File: src/hdl/prht_pkg.sv
// Package for the point region hit test pipeline.
// Holds coordinate widths, the shape codes and the stage payload structs.
// No dependencies.
package prht_pkg;

    localparam int CW = 16;          // coordinate width
    localparam int DW = CW + 1;      // difference of two coordinates
    localparam int PW = 2 * DW;      // product of two differences
    localparam int SW = PW + 1;      // sum of two products
    localparam int NW = PW + 3;      // det - na - nb
    localparam int TDATA_W = 8 * CW; // eight coordinates in the input word
    localparam int TUSER_W = 2;
    localparam int MDATA_W = 8;

    typedef enum logic [1:0] {
        SHAPE_RECT   = 2'd0,
        SHAPE_CIRCLE = 2'd1,
        SHAPE_TRI    = 2'd2,
        SHAPE_NONE   = 2'd3
    } t_shape;

    // after the difference stage
    typedef struct packed {
        t_shape                 shape;
        logic                   rect_hit;
        logic signed [DW-1:0]   dx;
        logic signed [DW-1:0]   dy;
        logic signed [CW-1:0]   rad;
        logic signed [DW-1:0]   e1;
        logic signed [DW-1:0]   e2;
        logic signed [DW-1:0]   e3;
        logic signed [DW-1:0]   e4;
        logic signed [DW-1:0]   qx;
        logic signed [DW-1:0]   qy;
    } t_diff;

    // after the product stage
    typedef struct packed {
        t_shape                 shape;
        logic                   rect_hit;
        logic signed [PW-1:0]   dxx;
        logic signed [PW-1:0]   dyy;
        logic signed [PW-1:0]   rr;
        logic signed [PW-1:0]   e1e4;
        logic signed [PW-1:0]   e2e3;
        logic signed [PW-1:0]   e1qx;
        logic signed [PW-1:0]   e2qy;
        logic signed [PW-1:0]   e3qx;
        logic signed [PW-1:0]   e4qy;
    } t_prod;

    // after the sum stage
    typedef struct packed {
        t_shape                 shape;
        logic                   rect_hit;
        logic                   circ_hit;
        logic signed [SW-1:0]   det;
        logic signed [SW-1:0]   na;
        logic signed [SW-1:0]   nb;
    } t_sum;

endpackage

File: src/hdl/prht_sum.sv
// Stage 3: product sums, circle compare, determinant and two numerators.
// Depends on prht_pkg.
module prht_sum
    import prht_pkg::*;
(
    input  logic  i_clk,
    input  logic  i_rst_n,
    input  logic  i_valid,
    input  logic  i_en,
    input  t_prod i_data,
    output logic  o_valid,
    output t_sum  o_data
);

    t_sum                 n_data;
    t_sum                 r_data;
    logic                 r_valid;
    logic signed [SW-1:0] d2;

    always_comb begin
        n_data.shape    = i_data.shape;
        n_data.rect_hit = i_data.rect_hit;
        d2              = SW'(i_data.dxx) + SW'(i_data.dyy);
        n_data.circ_hit = SW'(i_data.rr) >= d2;
        // ay - cy is -e3, so det = e1*e4 - e2*e3
        n_data.det      = SW'(i_data.e1e4) - SW'(i_data.e2e3);
        n_data.na       = SW'(i_data.e1qx) + SW'(i_data.e2qy);
        n_data.nb       = SW'(i_data.e3qx) + SW'(i_data.e4qy);
    end

    always_ff @(posedge i_clk) begin
        if (!i_rst_n) begin
            r_valid <= 1'b0;
        end else if (i_en) begin
            r_valid <= i_valid;
        end
    end

    always_ff @(posedge i_clk) begin
        if (i_en) begin
            r_data <= n_data;
        end
    end

    assign o_valid = r_valid;
    assign o_data  = r_data;

endmodule

File: config.mk
export PLATFORM = sky130hd
export DESIGN_NAME = prht_sum
export DESIGN_NICKNAME = d
export VERILOG_FILES = /design/src/hdl/prht_pkg.sv /design/src/hdl/prht_sum.sv
export SDC_FILE = /design/constraint.sdc
export NUM_CORES = 1
export LEC_CHECK = 0
export ABC_AREA = 1
export BUFFER_PORTS_ARGS = -buffer_cell sky130_fd_sc_hd__buf_2
export CORE_AREA = 2 2 165 167
export CTS_CLUSTER_DIAMETER = 80
export CTS_CLUSTER_SIZE = 8
export DETAILED_ROUTE_END_ITERATION = 16
export DIE_AREA = 0 0 167 169
export PLACE_DENSITY = 0.81
export SYNTH_ARGS = -nofsm -noshare
export SYNTH_HDL_FRONTEND = slang
export SYNTH_SLANG_ARGS = --single-unit
export TNS_END_PERCENT = 10
File: constraint.sdc
create_clock -name i_clk -period 4.45 [get_ports i_clk]
set_clock_uncertainty 0.15 [all_clocks]
set_input_delay 0 -clock i_clk [delete_from_list [all_inputs] [get_ports i_clk]]
set_output_delay 0 -clock i_clk [all_outputs]
set_load 0.01 [all_outputs]
==> impl_metrics.toml <==
[outcome]
status = "finished, final reports clean"

[setup_path]
cpLargestDelayFamily = "simple AND/OR/NAND/NOR gates"
crit_top_cell = "nand3_1"
crit_path_cell_trace = "buf_2 -> ha_1 -> inv_1 -> fa_1 -> inv_1 -> nand3_1 -> nand2_2 -> nand3_1 -> nand2_1 -> nand3_1 -> nand2_1 -> nand2_1 -> nand3_1 -> nand2_1 -> ha_1 -> nand3_1 -> nor2_1 -> nand2_1 -> nor4_1 -> nand2_1 -> nand3_1 -> nand3_1"
arrival_ps = 2850
r2r_end = "o_valid$_SDFFE_PN0P_"
worst_r2r_path_depth = 3
required_ps = 4410
cp-start-kind = "primary input"
reg2reg_slack_ps = 3080
crit_type = "in -> reg"
end_kind = "register"
critPathMaxFanout = 5
crit_path_top_delay_cell = "fa_1"
worst-path-buf-inv = 3
timing.rr.start = "o_valid$_SDFFE_PN0P_"
cpPeakStageDelay_ps = 400

[floorplanning]
rows = 60
io_pins = 423
die_w_um = 167
core_mm2 = 0.0265
die_area_mm2 = 0.0282
die_h_um = 169
initial_utilization = 0.496

[sta]
period_share = 0.649
finalSetupViolCount = 0
tns_ps = 0
tightest_slew_ps = 972
finalMaxSlewViolations = 0
grt_setup_unrepaired = "no"
max_freq_ghz = 0.346
slew_headroom = 0.352
holdWs_ps = 15.5
hold_viol = 0
finalCriticalPeriod_ps = 2890

[yosys]
ys_dominant_reg_cell = "edfxtp_1"
postSynthCellCount = 1956
synthXorXnorAreaFrac = 0.0500
async_flop_share = 0
synth_compound_area_frac = 0.130
post_synth_fa_ha_maj_area_fraction = 0.169
yosysSeqAreaShare = 0.250
synthSimpleGateAreaFrac = 0.335
yosys_warnings = 0
synth.area.mux_share = 0
synth_top_family_by_area = "simple AND/OR/NAND/NOR gates"
syn_avg_cell_area_um2 = 6.72
netlist_area_mm2 = 0.0131
syn-num-nets = 2444
synth_cell_types = 31
synth-edff-count = 109
synth-seq-cells = 110

[clock_network]
numClockSinks = 110
path_clk_slew_ps = 70
clk_latency_ps = 350
cts-root-buf = "clkbuf_16"
cts_max_level = 3
clock_path_buffers = 2
numCtsBuffers = 9
cts_tree = "built"

[global_route]
grt_pass1_wl_um = 68800
antenna_found_initial = 3
grt_max_degree = 73
overflow = 0
track_usage = 0.298
first_global_vias = 14300

[pwr]
power.density_mw_per_mm2 = 260
leakage_nw = 8.55
p_clk_frac = 0.205
p_sw_w = 0.00168
p_int_w = 0.00255
combinationalPowerShare = 0.464
seqPwrFrac = 0.331
switching_share = 0.397
vdd_drop_max_mv = 0.242

[drt]
first_pass_iters = 8
vias = 14700
ant_nets = 0
drc = 0
viasPerCell = 5.32
drtIter0Drc = 1112
routedWlPerCell_um = 15.6
wl_um = 43100

[cells_and_area]
multi_input_area_mm2 = 0.00899
area_growth_pct = 23.7
nNetsFinal = 2904
final_cell_mix = "620 x nand2_1, 421 x buf_2, 234 x nor2_1"
regArea_mm2 = 0.00329
drive_above_1_share = 0.207
mostFrequentLayoutCell = "nand2_1"
fillers = 2507

[place]
dp_hpwl_um = 36700
port_buffers = 422
gp_congestion = 0.994

[hold_path]
hold_start = "i_data[35]"
min_path_type = "in -> reg"
min_to = "o_data[1]$_DFFE_PP_"
hold_depth = 4

[job]
maxCapViolations = 0
[per-layer routing]
metal	track usage	routed length, µm	up-vias
li1	-	-	7392
met1	0.377	18300	6632
met4	0.105	1220	0
met2	0.523	20600	588
met3	0.0407	3050	90
met5	0	0	-
[power groups by stage]
stage          Clock, W  Sequential, W  Combinational [W]
6_report       0.000865        0.00140            0.00196
5_1_grt        0.000909        0.00141            0.00218
4_1_cts        0.000885        0.00140            0.00194
3_5_place_dp          0        0.00142            0.00190
3_3_place_gp          0        0.00142            0.00188
2_1_floorplan         0        0.00150            0.00113
[area by class of cell]
class / instances / area share
multi-input combinational: 1616 / 0.553
antenna: 3 / 0.000462
timing repair buffer: 449 / 0.146
sequential: 110 / 0.202
clock buffer: 10 / 0.0141
tap: 341 / 0.0262
clock inverter: 6 / 0.00431
inverter: 230 / 0.0531
[metrics by stage]
step / instance area, µm² / total power [W] / setup WS (ps) / utilization / cells
2_1_floorplan: 13100 / 0.00263 / 1690 / - / 1956
3_3_place_gp: 15700 / 0.00329 / 1310 / 0.592 / 2720
3_5_place_dp: 15700 / 0.00332 / 1240 / 0.592 / 2720
4_1_cts: 16300 / 0.00422 / 1620 / 0.613 / 2762
5_1_grt: 16300 / 0.00450 / 1220 / 0.614 / 2765
6_report: 16300 / 0.00422 / 1560 / 0.614 / 2765
[flip-flops by register name, summed over array words and instances (netlist names)]
name / cells
o_data: 109
o_valid: 1
[repair_timing]
item / in CTS / in global routing
hold endpoints to repair: 18 / 0
hold buffers: 26 / 0
gates resized for setup: 0 / 0
setup buffers: 0 / 0
[worst max path at each step]
| stage | cells after the start | startpoint | slack (ps) | to |
|---|---|---|---|---|
| 5_1_grt | 22 | i_data[238] | 1220 | o_data[105]$_DFFE_PP_ |
| 6_report | 22 | i_data[238] | 1560 | o_data[105]$_DFFE_PP_ |
| 4_1_cts | 22 | i_data[238] | 1620 | o_data[105]$_DFFE_PP_ |
| 3_5_place_dp | 22 | i_data[238] | 1240 | o_data[105]$_DFFE_PP_ |
| 3_3_place_gp | 22 | i_data[238] | 1310 | o_data[105]$_DFFE_PP_ |
| 2_1_floorplan | 21 | i_data[238] | 1690 | o_data[105]$_DFFE_PP_ |
[cells by family after synthesis]
family | Yosys count
and+or+nand+nor | 1056
DFF | 110
xor gates and xnor gates | 75
buffers and inverters | 230
adders and majority gates | 175
AOI/OAI and AO/OA | 310
[cell usage after synthesis, types with 4 or more instances]
cell	count	area [µm²]
nand2_1	620	2330
nor2_1	234	878
inv_1	230	863
a21oi_1	177	886
ha_1	171	2140
edfxtp_1	109	3270
nand3_1	94	470
o21ai_0	78	390
xor2_1	47	412
xnor2_1	28	245
a21o_1	21	158
nor2_2	19	119
nand2_2	18	113
nor3_1	17	85.1
nand4_1	16	100
nand3_2	12	120
nand3b_1	11	82.6
o211ai_1	8	60.1
a31oi_1	7	43.8
nor4_1	7	43.8
o21bai_1	7	52.6
o21ai_2	6	52.6
fa_1	4	80.1
[worst register-to-register path: stages, from the launching register on]
cell           delay (ps)
dfxtp_1               310
o21ai_0               160
a21oi_1                50
dlygate4sd3_1         590
Power figures use the tool's default switching activity.
