## config.mk

```make
export PLATFORM = sky130hd
export DESIGN_NAME = prht_diff
export DESIGN_NICKNAME = d
export VERILOG_FILES = /design/src/hdl/prht_pkg.sv /design/src/hdl/prht_diff.sv
export SDC_FILE = /design/constraint.sdc
export NUM_CORES = 1
export LEC_CHECK = 0
export ABC_AREA = 0
export CAP_MARGIN = 15
export CORE_MARGIN = 4
export CORE_UTILIZATION = 45
export CTS_CLUSTER_SIZE = 28
export DETAILED_ROUTE_END_ITERATION = 10
export DONT_BUFFER_PORTS = 1
export PLACE_DENSITY = 0.69
export SKIP_LAST_GASP = 1
export SYNTH_ARGS = -nofsm -noshare
export SYNTH_HDL_FRONTEND = slang
export SYNTH_SLANG_ARGS = --single-unit
```

## constraint.sdc

```tcl
create_clock -name i_clk -period 4.85 [get_ports i_clk]
set_input_delay 0.7275 -clock i_clk [delete_from_list [all_inputs] [get_ports i_clk]]
set_output_delay 0.7275 -clock i_clk [all_outputs]
set_load 0.01 [all_outputs]
```

## src/hdl/prht_pkg.sv

```systemverilog
// Package for the point region hit test pipeline.
// Holds coordinate widths, the shape codes and the stage payload structs.
// No dependencies.
package prht_pkg;

    localparam int CW = 16;          // coordinate width
    localparam int DW = CW + 1;      // difference of two coordinates
    localparam int PW = 2 * DW;      // product of two differences
    localparam int SW = PW + 1;      // sum of two products
    localparam int NW = PW + 3;      // det - na - nb
    localparam int TDATA_W = 8 * CW; // eight coordinates in the input word
    localparam int TUSER_W = 2;
    localparam int MDATA_W = 8;

    typedef enum logic [1:0] {
        SHAPE_RECT   = 2'd0,
        SHAPE_CIRCLE = 2'd1,
        SHAPE_TRI    = 2'd2,
        SHAPE_NONE   = 2'd3
    } t_shape;

    // after the difference stage
    typedef struct packed {
        t_shape                 shape;
        logic                   rect_hit;
        logic signed [DW-1:0]   dx;
        logic signed [DW-1:0]   dy;
        logic signed [CW-1:0]   rad;
        logic signed [DW-1:0]   e1;
        logic signed [DW-1:0]   e2;
        logic signed [DW-1:0]   e3;
        logic signed [DW-1:0]   e4;
        logic signed [DW-1:0]   qx;
        logic signed [DW-1:0]   qy;
    } t_diff;

    // after the product stage
    typedef struct packed {
        t_shape                 shape;
        logic                   rect_hit;
        logic signed [PW-1:0]   dxx;
        logic signed [PW-1:0]   dyy;
        logic signed [PW-1:0]   rr;
        logic signed [PW-1:0]   e1e4;
        logic signed [PW-1:0]   e2e3;
        logic signed [PW-1:0]   e1qx;
        logic signed [PW-1:0]   e2qy;
        logic signed [PW-1:0]   e3qx;
        logic signed [PW-1:0]   e4qy;
    } t_prod;

    // after the sum stage
    typedef struct packed {
        t_shape                 shape;
        logic                   rect_hit;
        logic                   circ_hit;
        logic signed [SW-1:0]   det;
        logic signed [SW-1:0]   na;
        logic signed [SW-1:0]   nb;
    } t_sum;

endpackage

```

## src/hdl/prht_diff.sv

```systemverilog
// Stage 1: coordinate differences and the complete rectangle test.
// Depends on prht_pkg.
module prht_diff
    import prht_pkg::*;
(
    input  logic               i_clk,
    input  logic               i_rst_n,
    input  logic               i_valid,
    input  logic               i_en,
    input  logic [TDATA_W-1:0] i_data,  // point_x, point_y, p0_x, p0_y, p1_x, p1_y, p2_x, p2_y
    input  logic [TUSER_W-1:0] i_user,  // shape
    output logic               o_valid,
    output t_diff              o_data
);

    logic signed [DW-1:0] px, py, ax, ay, bx, by, cx, cy;
    logic signed [DW:0]   dx2, dy2, bx2, by2;
    t_diff                n_data;
    t_diff                r_data;
    logic                 r_valid;

    always_comb begin
        px = DW'($signed(i_data[0*CW +: CW]));
        py = DW'($signed(i_data[1*CW +: CW]));
        ax = DW'($signed(i_data[2*CW +: CW]));
        ay = DW'($signed(i_data[3*CW +: CW]));
        bx = DW'($signed(i_data[4*CW +: CW]));
        by = DW'($signed(i_data[5*CW +: CW]));
        cx = DW'($signed(i_data[6*CW +: CW]));
        cy = DW'($signed(i_data[7*CW +: CW]));

        n_data.shape = t_shape'(i_user);
        n_data.dx    = px - ax;
        n_data.dy    = py - ay;
        n_data.rad   = i_data[4*CW +: CW];
        n_data.e1    = by - cy;
        n_data.e2    = cx - bx;
        n_data.e3    = cy - ay;
        n_data.e4    = ax - cx;
        n_data.qx    = px - cx;
        n_data.qy    = py - cy;

        // |2*d| <= size, edges inside; a negative size gives an empty interval
        dx2 = {n_data.dx, 1'b0};
        dy2 = {n_data.dy, 1'b0};
        bx2 = (DW+1)'(bx);
        by2 = (DW+1)'(by);
        n_data.rect_hit = (dx2 >= -bx2) && (dx2 <= bx2) && (dy2 >= -by2) && (dy2 <= by2);
    end

    always_ff @(posedge i_clk) begin
        if (!i_rst_n) begin
            r_valid <= 1'b0;
        end else if (i_en) begin
            r_valid <= i_valid;
        end
    end

    always_ff @(posedge i_clk) begin
        if (i_en) begin
            r_data <= n_data;
        end
    end

    assign o_valid = r_valid;
    assign o_data  = r_data;

endmodule

```

==> out/results.md <==
- status: completed
- maximum number of pins on one net before global-route repair: 157
- Final Hold Fails: 0
- number of warnings issued by yosys: 0
- total negative slack for setup checks: 0 ns
- cells along the critical path: inv_1, ha_1, inv_1, fa_1, a21o_1, a21oi_2, nor2b_1, o21a_1, o41a_1, a21o_1, a21oi_1, xnor2_1, ha_1, a21o_1, a21o_1, a21oi_1, nor2_1, a211oi_2, mux2i_1, o22ai_1, a311oi_2, o311a_1
- slowest library cell on the worst path: sky130_fd_sc_hd__fa_1
- class of the worst hold path: input pin to flop
- leakage component of the power: 5.97 nW
- library cells used by synthesis: 64
- sequential power share: 42.9%
- max_cap viols: 0
- GRT Util Overall: 21.0%
- worst rel slew slack: 51.6%
- Die Footprint: 30500 sq um
- Netlist Area Pre-Place: 12500 sq um
- endpoint kind of the worst setup timing path: flop
- critical path startpoint: i_data[16]
- global routing's busiest layer: met2
- number of I/O port buffers: 0
- Die Span Y: 175 um
- Post-layout nets: 1618
- HPWL after detailed placement: 26400 um
- reg2reg end: o_valid
- category of the critical setup timing path: input pin to flop
- clock share of power: 31.0%
- timing-limited maximum frequency: 0.221 GHz
- Net Count, Synth: 1587
- min-delay src: i_data[73]
- sequential-to-total area share from yosys stat: 37.4%
- Slew Viols, Final: 0
- critical path buffer and inverter count: 2
- num ports: 290
- clock tree from TritonCTS: done
- Hold Crit Endpoint: o_data[111]
- maximum resistive drop on vdd: 0.220 mV
- r2r worst-path depth: 2
- worst path required time: 5.16 ns
- Die Wd: 175 um
- clock sink count: 156
- CTS Root Buffer Type: sky130_fd_sc_hd__clkbuf_16
- internal power consumption: 3.07 mW
- number of H-tree levels: 4
- wire length of the first global-routing pass: 50900 um
- unrepaired setup endpoints after global routing: no
- minimum setup slack among reg-to-reg paths: 4.22 ns
- Post-route DRC: 0
- global route overflow: 0
- worst-case hold slack: 0.388 ns
- data arrival time of the worst path: 4.84 ns
- number of enable-type register cells in the synthesized netlist: 155
- vias in the first global route: 9517
- startpoint class of the critical path: input pin
- most area-hungry cell type in the Yosys netlist: sky130_fd_sc_hd__edfxtp_1
- clock latency at the later pin of the worst-skew pair: 0.42 ns
- synthesized instance count: 1250
- routed wirelength normalized by instance count: 19.5 um
- number of antenna violations at the first check in global routing: 0
- clk slew on worst S/H paths: 0.07 ns
- most common flop cell mapped by yosys: sky130_fd_sc_hd__edfxtp_1
- total of hold buffers inserted after clock tree synthesis: 0
- share of power burned in combinational logic: 26.1%
- sw frac: 32.7%
- number of cells traversed by the worst hold path: 0
- overall routed net length: 32500 um
- TritonCTS Buffers: 17
- area taken by multi-input logic gates: 7300 sq um
- number of inserted diodes: 0
- total power density per cell area: 334 nW/um^2
- met2 Use GR: 37.7%
- largest delay contributor family on the critical path: compound AO/OA/AOI/OAI gates
- beginning of the worst register-to-register path: o_valid
- critical path's most frequent cell: sky130_fd_sc_hd__a21o_1
- setup fix buffers added after clock tree synthesis: 0
- delay of the slowest cell on the worst path: 0.38 ns
- total area of sequential cells: 4670 sq um
- fraction of met3 tracks used by global routing: 6.53%
- DR vias/cell: 5.63
- antenna-violating nets left: 0
- met1 layer usage reported by global route: 24.5%
- ratio of cells with drive above 1 in the final layout: 4.95%
- First DRT Iteration DRCs: 535
- worst-case clock skew: 0 ns
- clock period minus final worst setup slack: 4.53 ns
- Setup violations, final: 0
- number of iterations in the first detailed-routing pass: 7
- Max clock buf depth: 2
- largest fanout on the critical path: 3
- Worst Tran Pin Value: 0.708 ns
- total via count in the routed design: 9375
- total number of placement rows: 60
- Layout area overhead: 9.41%
- starting utilization of the core area: 46.1%
- asr flop ratio synth: 0%
- core area: 27100 sq um
- Syn Area/Cell: 9.99 sq um
- fill cell count: 2455
- Sw Pwr: 1.49 mW
- Period Utilization, post-route: 93.4%
- routability-driven placement congestion ratio: 0.951
- synth top area cells: sky130_fd_sc_hd__edfxtp_1 37%, sky130_fd_sc_hd__ha_1 19%, sky130_fd_sc_hd__xnor2_1 7.3%
- top cell type's share of synthesized area: 37.3%
- register bit total from synthesis: 156
==> layout by cell type, fill, tap and decap left out, drive strengths merged, types with 3 or more instances in the layout <==
cell	synthesis	routed
fa	10	10
a21oi	78	78
nor2	95	95
o211ai	6	6
nand4	11	11
mux2i	3	3
inv	140	149
a21o	21	21
xor2	17	17
o21a	28	28
clkbuf	0	18
xnor2	104	104
a21boi	8	8
o2111ai	3	3
o21ai	35	35
nand3	40	40
or2	4	4
nor3b	7	7
a2111oi	14	14
clkinv	0	3
and3	21	21
buf	0	12
a31o	7	7
a211oi	17	17
ha	193	193
edfxtp	155	155
nor3	38	38
a41o	4	4
nand2	78	78
a211o	9	9
nand2b	9	9
and2	3	3
nor2b	29	29
o22ai	7	7
or3	18	18
nor4	11	11
==> routing by layer <==
layer | vias up | routed length, um
li1 | 4621 | -
met1 | 4418 | 12800
met2 | 312 | 16300
met3 | 24 | 2910
met4 | 0 | 464
met5 | - | 0
==> power by group through the flow <==
stage,logic [mW],clock network (mW),registers (mW)
6_report,1.19,1.41,1.96
3_3_place_gp,1.14,0,2.00
2_1_floorplan,0.913,0,1.93
5_1_grt,1.35,1.51,1.98
3_5_place_dp,1.18,0,1.99
4_1_cts,1.19,1.44,1.97
==> state kept, by name, indices dropped and copies added, names as in the netlist <==
register / count
o_data: 155
o_valid: 1
==> worst max path at each step <==
stage                        to  slack [ns]  depth (start not counted)
floorplan           o_data[152]        0.23                         22
global placement    o_data[152]       -0.07                         22
detailed placement  o_data[152]       -0.16                         22
CTS                 o_data[152]        0.17                         22
global route        o_data[152]       0.008                         22
finish              o_data[152]        0.32                         22
==> Yosys cell counts, drive strengths merged (2+ instances only) <==
master	count
a221oi	2
nor3	38
or3	18
a211o	9
xnor2	104
o21bai	2
nor2b	29
inv	140
maj3	2
and3	21
o31a	2
a21boi	8
a2111oi	14
mux2i	3
o2111ai	3
nor4	11
a21o	21
a21oi	78
and2	3
nor2	95
a41oi	2
edfxtp	155
o211ai	6
a31o	7
a41o	4
nand4	11
a211oi	17
nor3b	7
or2	4
nand2	78
o22ai	7
xor2	17
nand2b	9
ha	193
and4	2
nand3	40
fa	10
o21ai	35
nand3b	2
a31oi	2
o21a	28
==> metrics by stage <==
stage	area [sq um]	instances	power, mW	utilization (%)	setup WS (ns)
after floorplan	12500	1250	2.84	-	0.229
after global placement	13000	1634	3.13	48.1	-0.0664
after detailed placement	13000	1634	3.17	48.1	-0.156
after CTS	13600	1666	4.60	50.4	0.171
after global routing	13700	1666	4.84	50.4	0.00768
final	13700	1666	4.56	50.4	0.318
==> timing repair <==
| action | in CTS | in global routing |
|---|---|---|
| endpoints found under the setup margin | 0 | 1 |
| endpoints found under the hold margin | 0 | 0 |
| gates resized for setup | 0 | 3 |
==> final cells by class <==
| cell class | count | share of cell area, % |
|---|---|---|
| inverter | 140 | 3.85 |
| timing repair buffer | 12 | 0.659 |
| clock buffer | 18 | 3.14 |
| multi-input combinational | 954 | 53.5 |
| tap | 372 | 3.41 |
| clock inverter | 14 | 1.28 |
| sequential | 156 | 34.2 |
==> logic make-up after synthesis <==
logic type	after synthesis	share of synthesized area, %
mux	3	0.240
xor+xnor	121	8.49
simple gates	370	14.9
flops	156	37.4
buf+inv	140	4.21
compound gates	255	13.7
fa+ha+maj	205	21.1
No activity file was read; power rests on OpenSTA's default activity.
