**src/hdl/prht_pkg.sv**
```systemverilog
// Package for the point region hit test pipeline.
// Holds coordinate widths, the shape codes and the stage payload structs.
// No dependencies.
package prht_pkg;

    localparam int CW = 16;          // coordinate width
    localparam int DW = CW + 1;      // difference of two coordinates
    localparam int PW = 2 * DW;      // product of two differences
    localparam int SW = PW + 1;      // sum of two products
    localparam int NW = PW + 3;      // det - na - nb
    localparam int TDATA_W = 8 * CW; // eight coordinates in the input word
    localparam int TUSER_W = 2;
    localparam int MDATA_W = 8;

    typedef enum logic [1:0] {
        SHAPE_RECT   = 2'd0,
        SHAPE_CIRCLE = 2'd1,
        SHAPE_TRI    = 2'd2,
        SHAPE_NONE   = 2'd3
    } t_shape;

    // after the difference stage
    typedef struct packed {
        t_shape                 shape;
        logic                   rect_hit;
        logic signed [DW-1:0]   dx;
        logic signed [DW-1:0]   dy;
        logic signed [CW-1:0]   rad;
        logic signed [DW-1:0]   e1;
        logic signed [DW-1:0]   e2;
        logic signed [DW-1:0]   e3;
        logic signed [DW-1:0]   e4;
        logic signed [DW-1:0]   qx;
        logic signed [DW-1:0]   qy;
    } t_diff;

    // after the product stage
    typedef struct packed {
        t_shape                 shape;
        logic                   rect_hit;
        logic signed [PW-1:0]   dxx;
        logic signed [PW-1:0]   dyy;
        logic signed [PW-1:0]   rr;
        logic signed [PW-1:0]   e1e4;
        logic signed [PW-1:0]   e2e3;
        logic signed [PW-1:0]   e1qx;
        logic signed [PW-1:0]   e2qy;
        logic signed [PW-1:0]   e3qx;
        logic signed [PW-1:0]   e4qy;
    } t_prod;

    // after the sum stage
    typedef struct packed {
        t_shape                 shape;
        logic                   rect_hit;
        logic                   circ_hit;
        logic signed [SW-1:0]   det;
        logic signed [SW-1:0]   na;
        logic signed [SW-1:0]   nb;
    } t_sum;

endpackage

```
**src/hdl/prht_dec.sv**
```systemverilog
// Stage 4: third numerator, sign agreement and shape select into the output register.
// Depends on prht_pkg.
module prht_dec
    import prht_pkg::*;
(
    input  logic i_clk,
    input  logic i_rst_n,
    input  logic i_valid,
    input  logic i_en,
    input  t_sum i_data,
    output logic o_valid,
    output logic o_hit
);

    logic signed [NW-1:0] nc;
    logic                 d_neg, d_pos;
    logic                 a_ok, b_ok, c_ok;
    logic                 n_hit;
    logic                 r_hit;
    logic                 r_valid;

    always_comb begin
        nc    = NW'(i_data.det) - NW'(i_data.na) - NW'(i_data.nb);
        d_neg = i_data.det[SW-1];
        d_pos = !d_neg && (i_data.det != '0);
        // numerator agrees when zero or of the determinant's sign
        a_ok  = d_neg ? (i_data.na[SW-1] || i_data.na == '0) : !i_data.na[SW-1];
        b_ok  = d_neg ? (i_data.nb[SW-1] || i_data.nb == '0) : !i_data.nb[SW-1];
        c_ok  = d_neg ? (nc[NW-1] || nc == '0) : !nc[NW-1];

        case (i_data.shape)
            SHAPE_RECT:   n_hit = i_data.rect_hit;
            SHAPE_CIRCLE: n_hit = i_data.circ_hit;
            SHAPE_TRI:    n_hit = (d_neg || d_pos) && a_ok && b_ok && c_ok;
            SHAPE_NONE:   n_hit = 1'b0;
            default:      n_hit = 1'b0;
        endcase
    end

    always_ff @(posedge i_clk) begin
        if (!i_rst_n) begin
            r_valid <= 1'b0;
        end else if (i_en) begin
            r_valid <= i_valid;
        end
    end

    always_ff @(posedge i_clk) begin
        if (i_en) begin
            r_hit <= n_hit;
        end
    end

    assign o_valid = r_valid;
    assign o_hit   = r_hit;

endmodule

```
**config.mk**
```make
export PLATFORM = sky130hd
export DESIGN_NAME = prht_dec
export DESIGN_NICKNAME = d
export VERILOG_FILES = /design/src/hdl/prht_pkg.sv /design/src/hdl/prht_dec.sv
export SDC_FILE = /design/constraint.sdc
export NUM_CORES = 1
export LEC_CHECK = 0
export BUFFER_PORTS_ARGS = -buffer_cell sky130_fd_sc_hd__buf_2
export CORE_MARGIN = 3
export CORE_UTILIZATION = 25
export CTS_CLUSTER_SIZE = 24
export DETAILED_ROUTE_END_ITERATION = 8
export GPL_TIMING_DRIVEN = 0
export PLACE_DENSITY_LB_ADDON = 0.08
export SYNTH_ARGS = -nofsm -noshare
export SYNTH_HDL_FRONTEND = slang
export SYNTH_SLANG_ARGS = --single-unit
```
**constraint.sdc**
```tcl
create_clock -name i_clk -period 12.65 [get_ports i_clk]
set_input_delay 1.265 -clock i_clk [delete_from_list [all_inputs] [get_ports i_clk]]
set_output_delay 1.265 -clock i_clk [all_outputs]
set_load 0.01 [all_outputs]
```
==> results.md <==
- Placement-stage worst setup slack: ~6.8 ns
- N_diodes: 0
- Critical Path End Type: flip-flop
- Clock tree from TritonCTS: yes
- Via count of the first global-routing pass: 4533
- Share of post-route cells with drive strength above 1: ~23%
- Clock Sink Count: 2
- Required time worst endpoint: about 13 ns
- Synthesized netlist net count: ~700
- Number of design-rule violations left by the first detailed-router iteration: 238
- Crit path arrival time: 5.76 ns
- Type of the worst min-delay path: reg -> reg
- Count of distinct cell types in the synthesized netlist: 73
- Number of buffers on the longest clock path: 2
- I/O pin count: roughly 120
- Initial standard-cell utilization of the core: around a quarter
- Power density over cell area: slightly above 90 nW/um^2
- Count of fill cells added during filler insertion: 1546
- Sequential group share of total power: ~1.8%
- Number of warning messages in the yosys log: 0
- Worst-skew pair later-pin latency: approximately 0.22 ns
- Area growth from synthesis to layout: 23.7%
- Number of flops mapped to enable cells by yosys: 1
- Antenna violations before repair: 0
- Detail Route Antenna Nets: 0
- Leakage: around 2.2 nW
- Detailed-route wire length: ~15000 um
- Final hold vios: 0
- Switching power as a share of total power: a little under three fifths
- Final worst-path setup slack: approximately 6.9 ns
- Number of instances resized during post-cts repair: 0
- CTS root buffer: sky130_fd_sc_hd__clkbuf_16
- Reg2Reg Depth: 2
- Global placement routability congestion: between 0.8 and 0.9
- Non-filler cells, final: 809
- Total of buffers placed on input and output ports: around 110
- CP Launch Type: input port
- Number of vias per cell: ~5.3
- Count of endpoints failing setup in the final report: 0
- Hpwl dp: approximately 14000 um
- Cell type contributing the most total cell area after synthesis: sky130_fd_sc_hd__fa_1
- Flip-flop and latch count after synthesis: 2
- Post-CTS repair timing setup buffer count: 0
- Final nets: slightly above 800
- Area of the die: between 15000 and 20000 sq um
- Part of the power in the clock network: 11.7%
- Clock transition at the register clock pins on the worst setup and hold paths after CTS: roughly 0.030 ns
- Portion of the post-synthesis area used by sequential elements: under 10%
- Largest cells by area after synthesis: sky130_fd_sc_hd__fa_1 19%, sky130_fd_sc_hd__ha_1 13%, sky130_fd_sc_hd__inv_1 8.2%
- Critical path peak fanout: 5
- Worst Max-Slew Pin Slew: between 0.6 and 0.7 ns
- Final Critical Period: around 5.7 ns
- Post-Syn Area per Cell: approximately 7.2 sq um
- Number of detailed-routing iterations run before antenna repair: 5
- Number of max-cap violations: 0
- Overall die height: ~130 um
- Category of the most critical setup path: in -> reg
- Final period util: 45.1%
- CTS Hold Bufs: 0
- Top-count cell post-synth: sky130_fd_sc_hd__inv_1
- H-tree levels: 1
- Dominant register cell in the synthesized netlist: sky130_fd_sc_hd__edfxtp_1
- Max Freq: 175 MHz
- Cell count after synthesis: approximately 500
- Pin count of the biggest net entering global routing: 11
- Overflow left after global routing: 0
- Sum of negative setup slack: 0 ns
- Setup repair after global routing missed its margin: false
- Total internal power: ~0.19 mW
- Max_slew headroom: roughly 54%
- Area share of the largest cell type after synthesis: a little under a fifth
- Top cells by instance count after synthesis: 81 x sky130_fd_sc_hd__inv_1, 47 x sky130_fd_sc_hd__a21oi_1, 40 x sky130_fd_sc_hd__nand2_1
- Maximum vdd ir drop: roughly 66 uV
- Cell Count Post-Placement: approximately 810
- Std cell rows: 43
- Post-detailed-route DRC marker count: 0
- Total clock buffers created by CTS: 3
- GRT Util Overall: a little under a fifth
- Average detailed-routed wire length per instance: about 19 um
- Global-route wire length before repair: about 24000 um
- Core Box Area: around 14000 sq um
- Outcome: finished, final reports clean
- Die W: around 130 um
- Cell depth of the worst hold path: 2
- Async S/R FF share, synth: 0%
- Syn Std Cell Area: ~3700 sq um
- Switching power: about 0.24 mW
- Worst Clk Skew: 0 ns
- DR vias: between 4k and 5k
- Final-report max-slew violation count: 0
- Combinational share of power: 86.5%
-- cell type report --
type                            count  area (sq um)  share of cell area (%)
Multi-Input combinational cell    408          3240                    70.9
Timing Repair Buffer              114           571                    12.5
Inverter                           81           304                    6.65
Tap cell                          180           225                    4.93
Buffer                             20           104                    2.27
Clock buffer                        4          78.8                    1.72
Sequential cell                     2          50.0                    1.09
-- kinds of logic (layout without fill, tap and decap cells) --
logic type	count (synthesis)	after routing	synth area share [%]
AOI/OAI and AO/OA	154	154	27.7
xor gates and xnor gates	15	15	3.55
muxes	7	7	1.93
buffers and inverters	101	219	11.0
adders and majority gates	73	73	31.8
DFF	2	2	1.35
and+or+nand+nor	159	159	22.6
-- power by group through the flow --
| stage | registers [mW] | clock network, mW | logic [mW] |
|---|---|---|---|
| finish | 0.00776 | 0.0496 | 0.367 |
| global placement | 0.00779 | 0 | 0.366 |
| CTS | 0.00776 | 0.0502 | 0.365 |
| floorplan | 0.00813 | 0 | 0.250 |
| global route | 0.00785 | 0.0516 | 0.411 |
| detailed placement | 0.00776 | 0 | 0.362 |
-- critical path: stages --
cell	delay [ns]
sky130_fd_sc_hd__buf_2	0.12
sky130_fd_sc_hd__fa_1	0.58
sky130_fd_sc_hd__inv_1	0.06
sky130_fd_sc_hd__ha_1	0.18
sky130_fd_sc_hd__or2_2	0.30
sky130_fd_sc_hd__fa_1	0.40
sky130_fd_sc_hd__a21o_1	0.24
sky130_fd_sc_hd__a221o_2	0.42
sky130_fd_sc_hd__and3_1	0.17
sky130_fd_sc_hd__a211oi_1	0.29
sky130_fd_sc_hd__mux2_2	0.39
sky130_fd_sc_hd__nor4_2	0.29
sky130_fd_sc_hd__nand4b_1	0.19
sky130_fd_sc_hd__or4_1	0.62
sky130_fd_sc_hd__a41oi_2	0.24
-- through the flow --
stage	utilization, %	power, mW	cell area [sq um]	hold slack, ns
5_1_grt	32.3	0.470	4570	0.546
2_1_floorplan	-	0.258	3700	0.538
3_5_place_dp	31.8	0.370	4490	0.521
6_report	32.3	0.425	4570	0.518
3_3_place_gp	31.8	0.374	4490	0.504
4_1_cts	32.3	0.423	4570	0.525
-- layout by cell type (no fill, tap or decap), types with 2 or more instances in the layout --
master	count
sky130_fd_sc_hd__o21ai_1	2
sky130_fd_sc_hd__o32ai_1	2
sky130_fd_sc_hd__fa_1	35
sky130_fd_sc_hd__nand4_1	17
sky130_fd_sc_hd__o21bai_1	4
sky130_fd_sc_hd__a21o_1	9
sky130_fd_sc_hd__clkbuf_1	14
sky130_fd_sc_hd__nor2_1	25
sky130_fd_sc_hd__a21oi_1	47
sky130_fd_sc_hd__nor3_1	7
sky130_fd_sc_hd__or4_1	2
sky130_fd_sc_hd__ha_1	38
sky130_fd_sc_hd__nor2b_1	5
sky130_fd_sc_hd__o211a_1	2
sky130_fd_sc_hd__nand2b_1	5
sky130_fd_sc_hd__xnor2_1	6
sky130_fd_sc_hd__a211oi_2	2
sky130_fd_sc_hd__inv_1	81
sky130_fd_sc_hd__nand3_1	10
sky130_fd_sc_hd__a21boi_0	3
sky130_fd_sc_hd__xor2_1	9
sky130_fd_sc_hd__o211ai_1	7
sky130_fd_sc_hd__nand2_1	40
sky130_fd_sc_hd__a211oi_1	4
sky130_fd_sc_hd__buf_2	116
sky130_fd_sc_hd__o31ai_1	2
sky130_fd_sc_hd__o21a_1	6
sky130_fd_sc_hd__a31oi_1	5
sky130_fd_sc_hd__mux2i_1	6
sky130_fd_sc_hd__o2111ai_1	3
sky130_fd_sc_hd__and2_1	3
sky130_fd_sc_hd__o21ai_0	32
sky130_fd_sc_hd__and3_1	5
sky130_fd_sc_hd__a31o_2	2
sky130_fd_sc_hd__clkbuf_16	3
sky130_fd_sc_hd__a41oi_1	3
sky130_fd_sc_hd__nor4_1	30
-- final timing paths --
check	startpoint	end	slack (ns)
max	i_data[0]	o_hit$_DFFE_PP_	6.95
min	o_valid$_SDFFE_PN0P_	o_valid$_SDFFE_PN0P_	0.52
max reg2reg	o_valid$_SDFFE_PN0P_	o_valid$_SDFFE_PN0P_	12.06
min reg2reg	o_valid$_SDFFE_PN0P_	o_valid$_SDFFE_PN0P_	0.52
-- metal layers --
layer,routed length (um),track usage (%)
met5,0,0
met4,284,3.87
met3,790,1.59
met2,6640,29.5
met1,7390,26.9
-- flip-flops by register name (all words and copies together) (netlist names) --
name and flops:
o_hit 1, o_valid 1
Note: power is estimated with default switching activity, not from simulation.
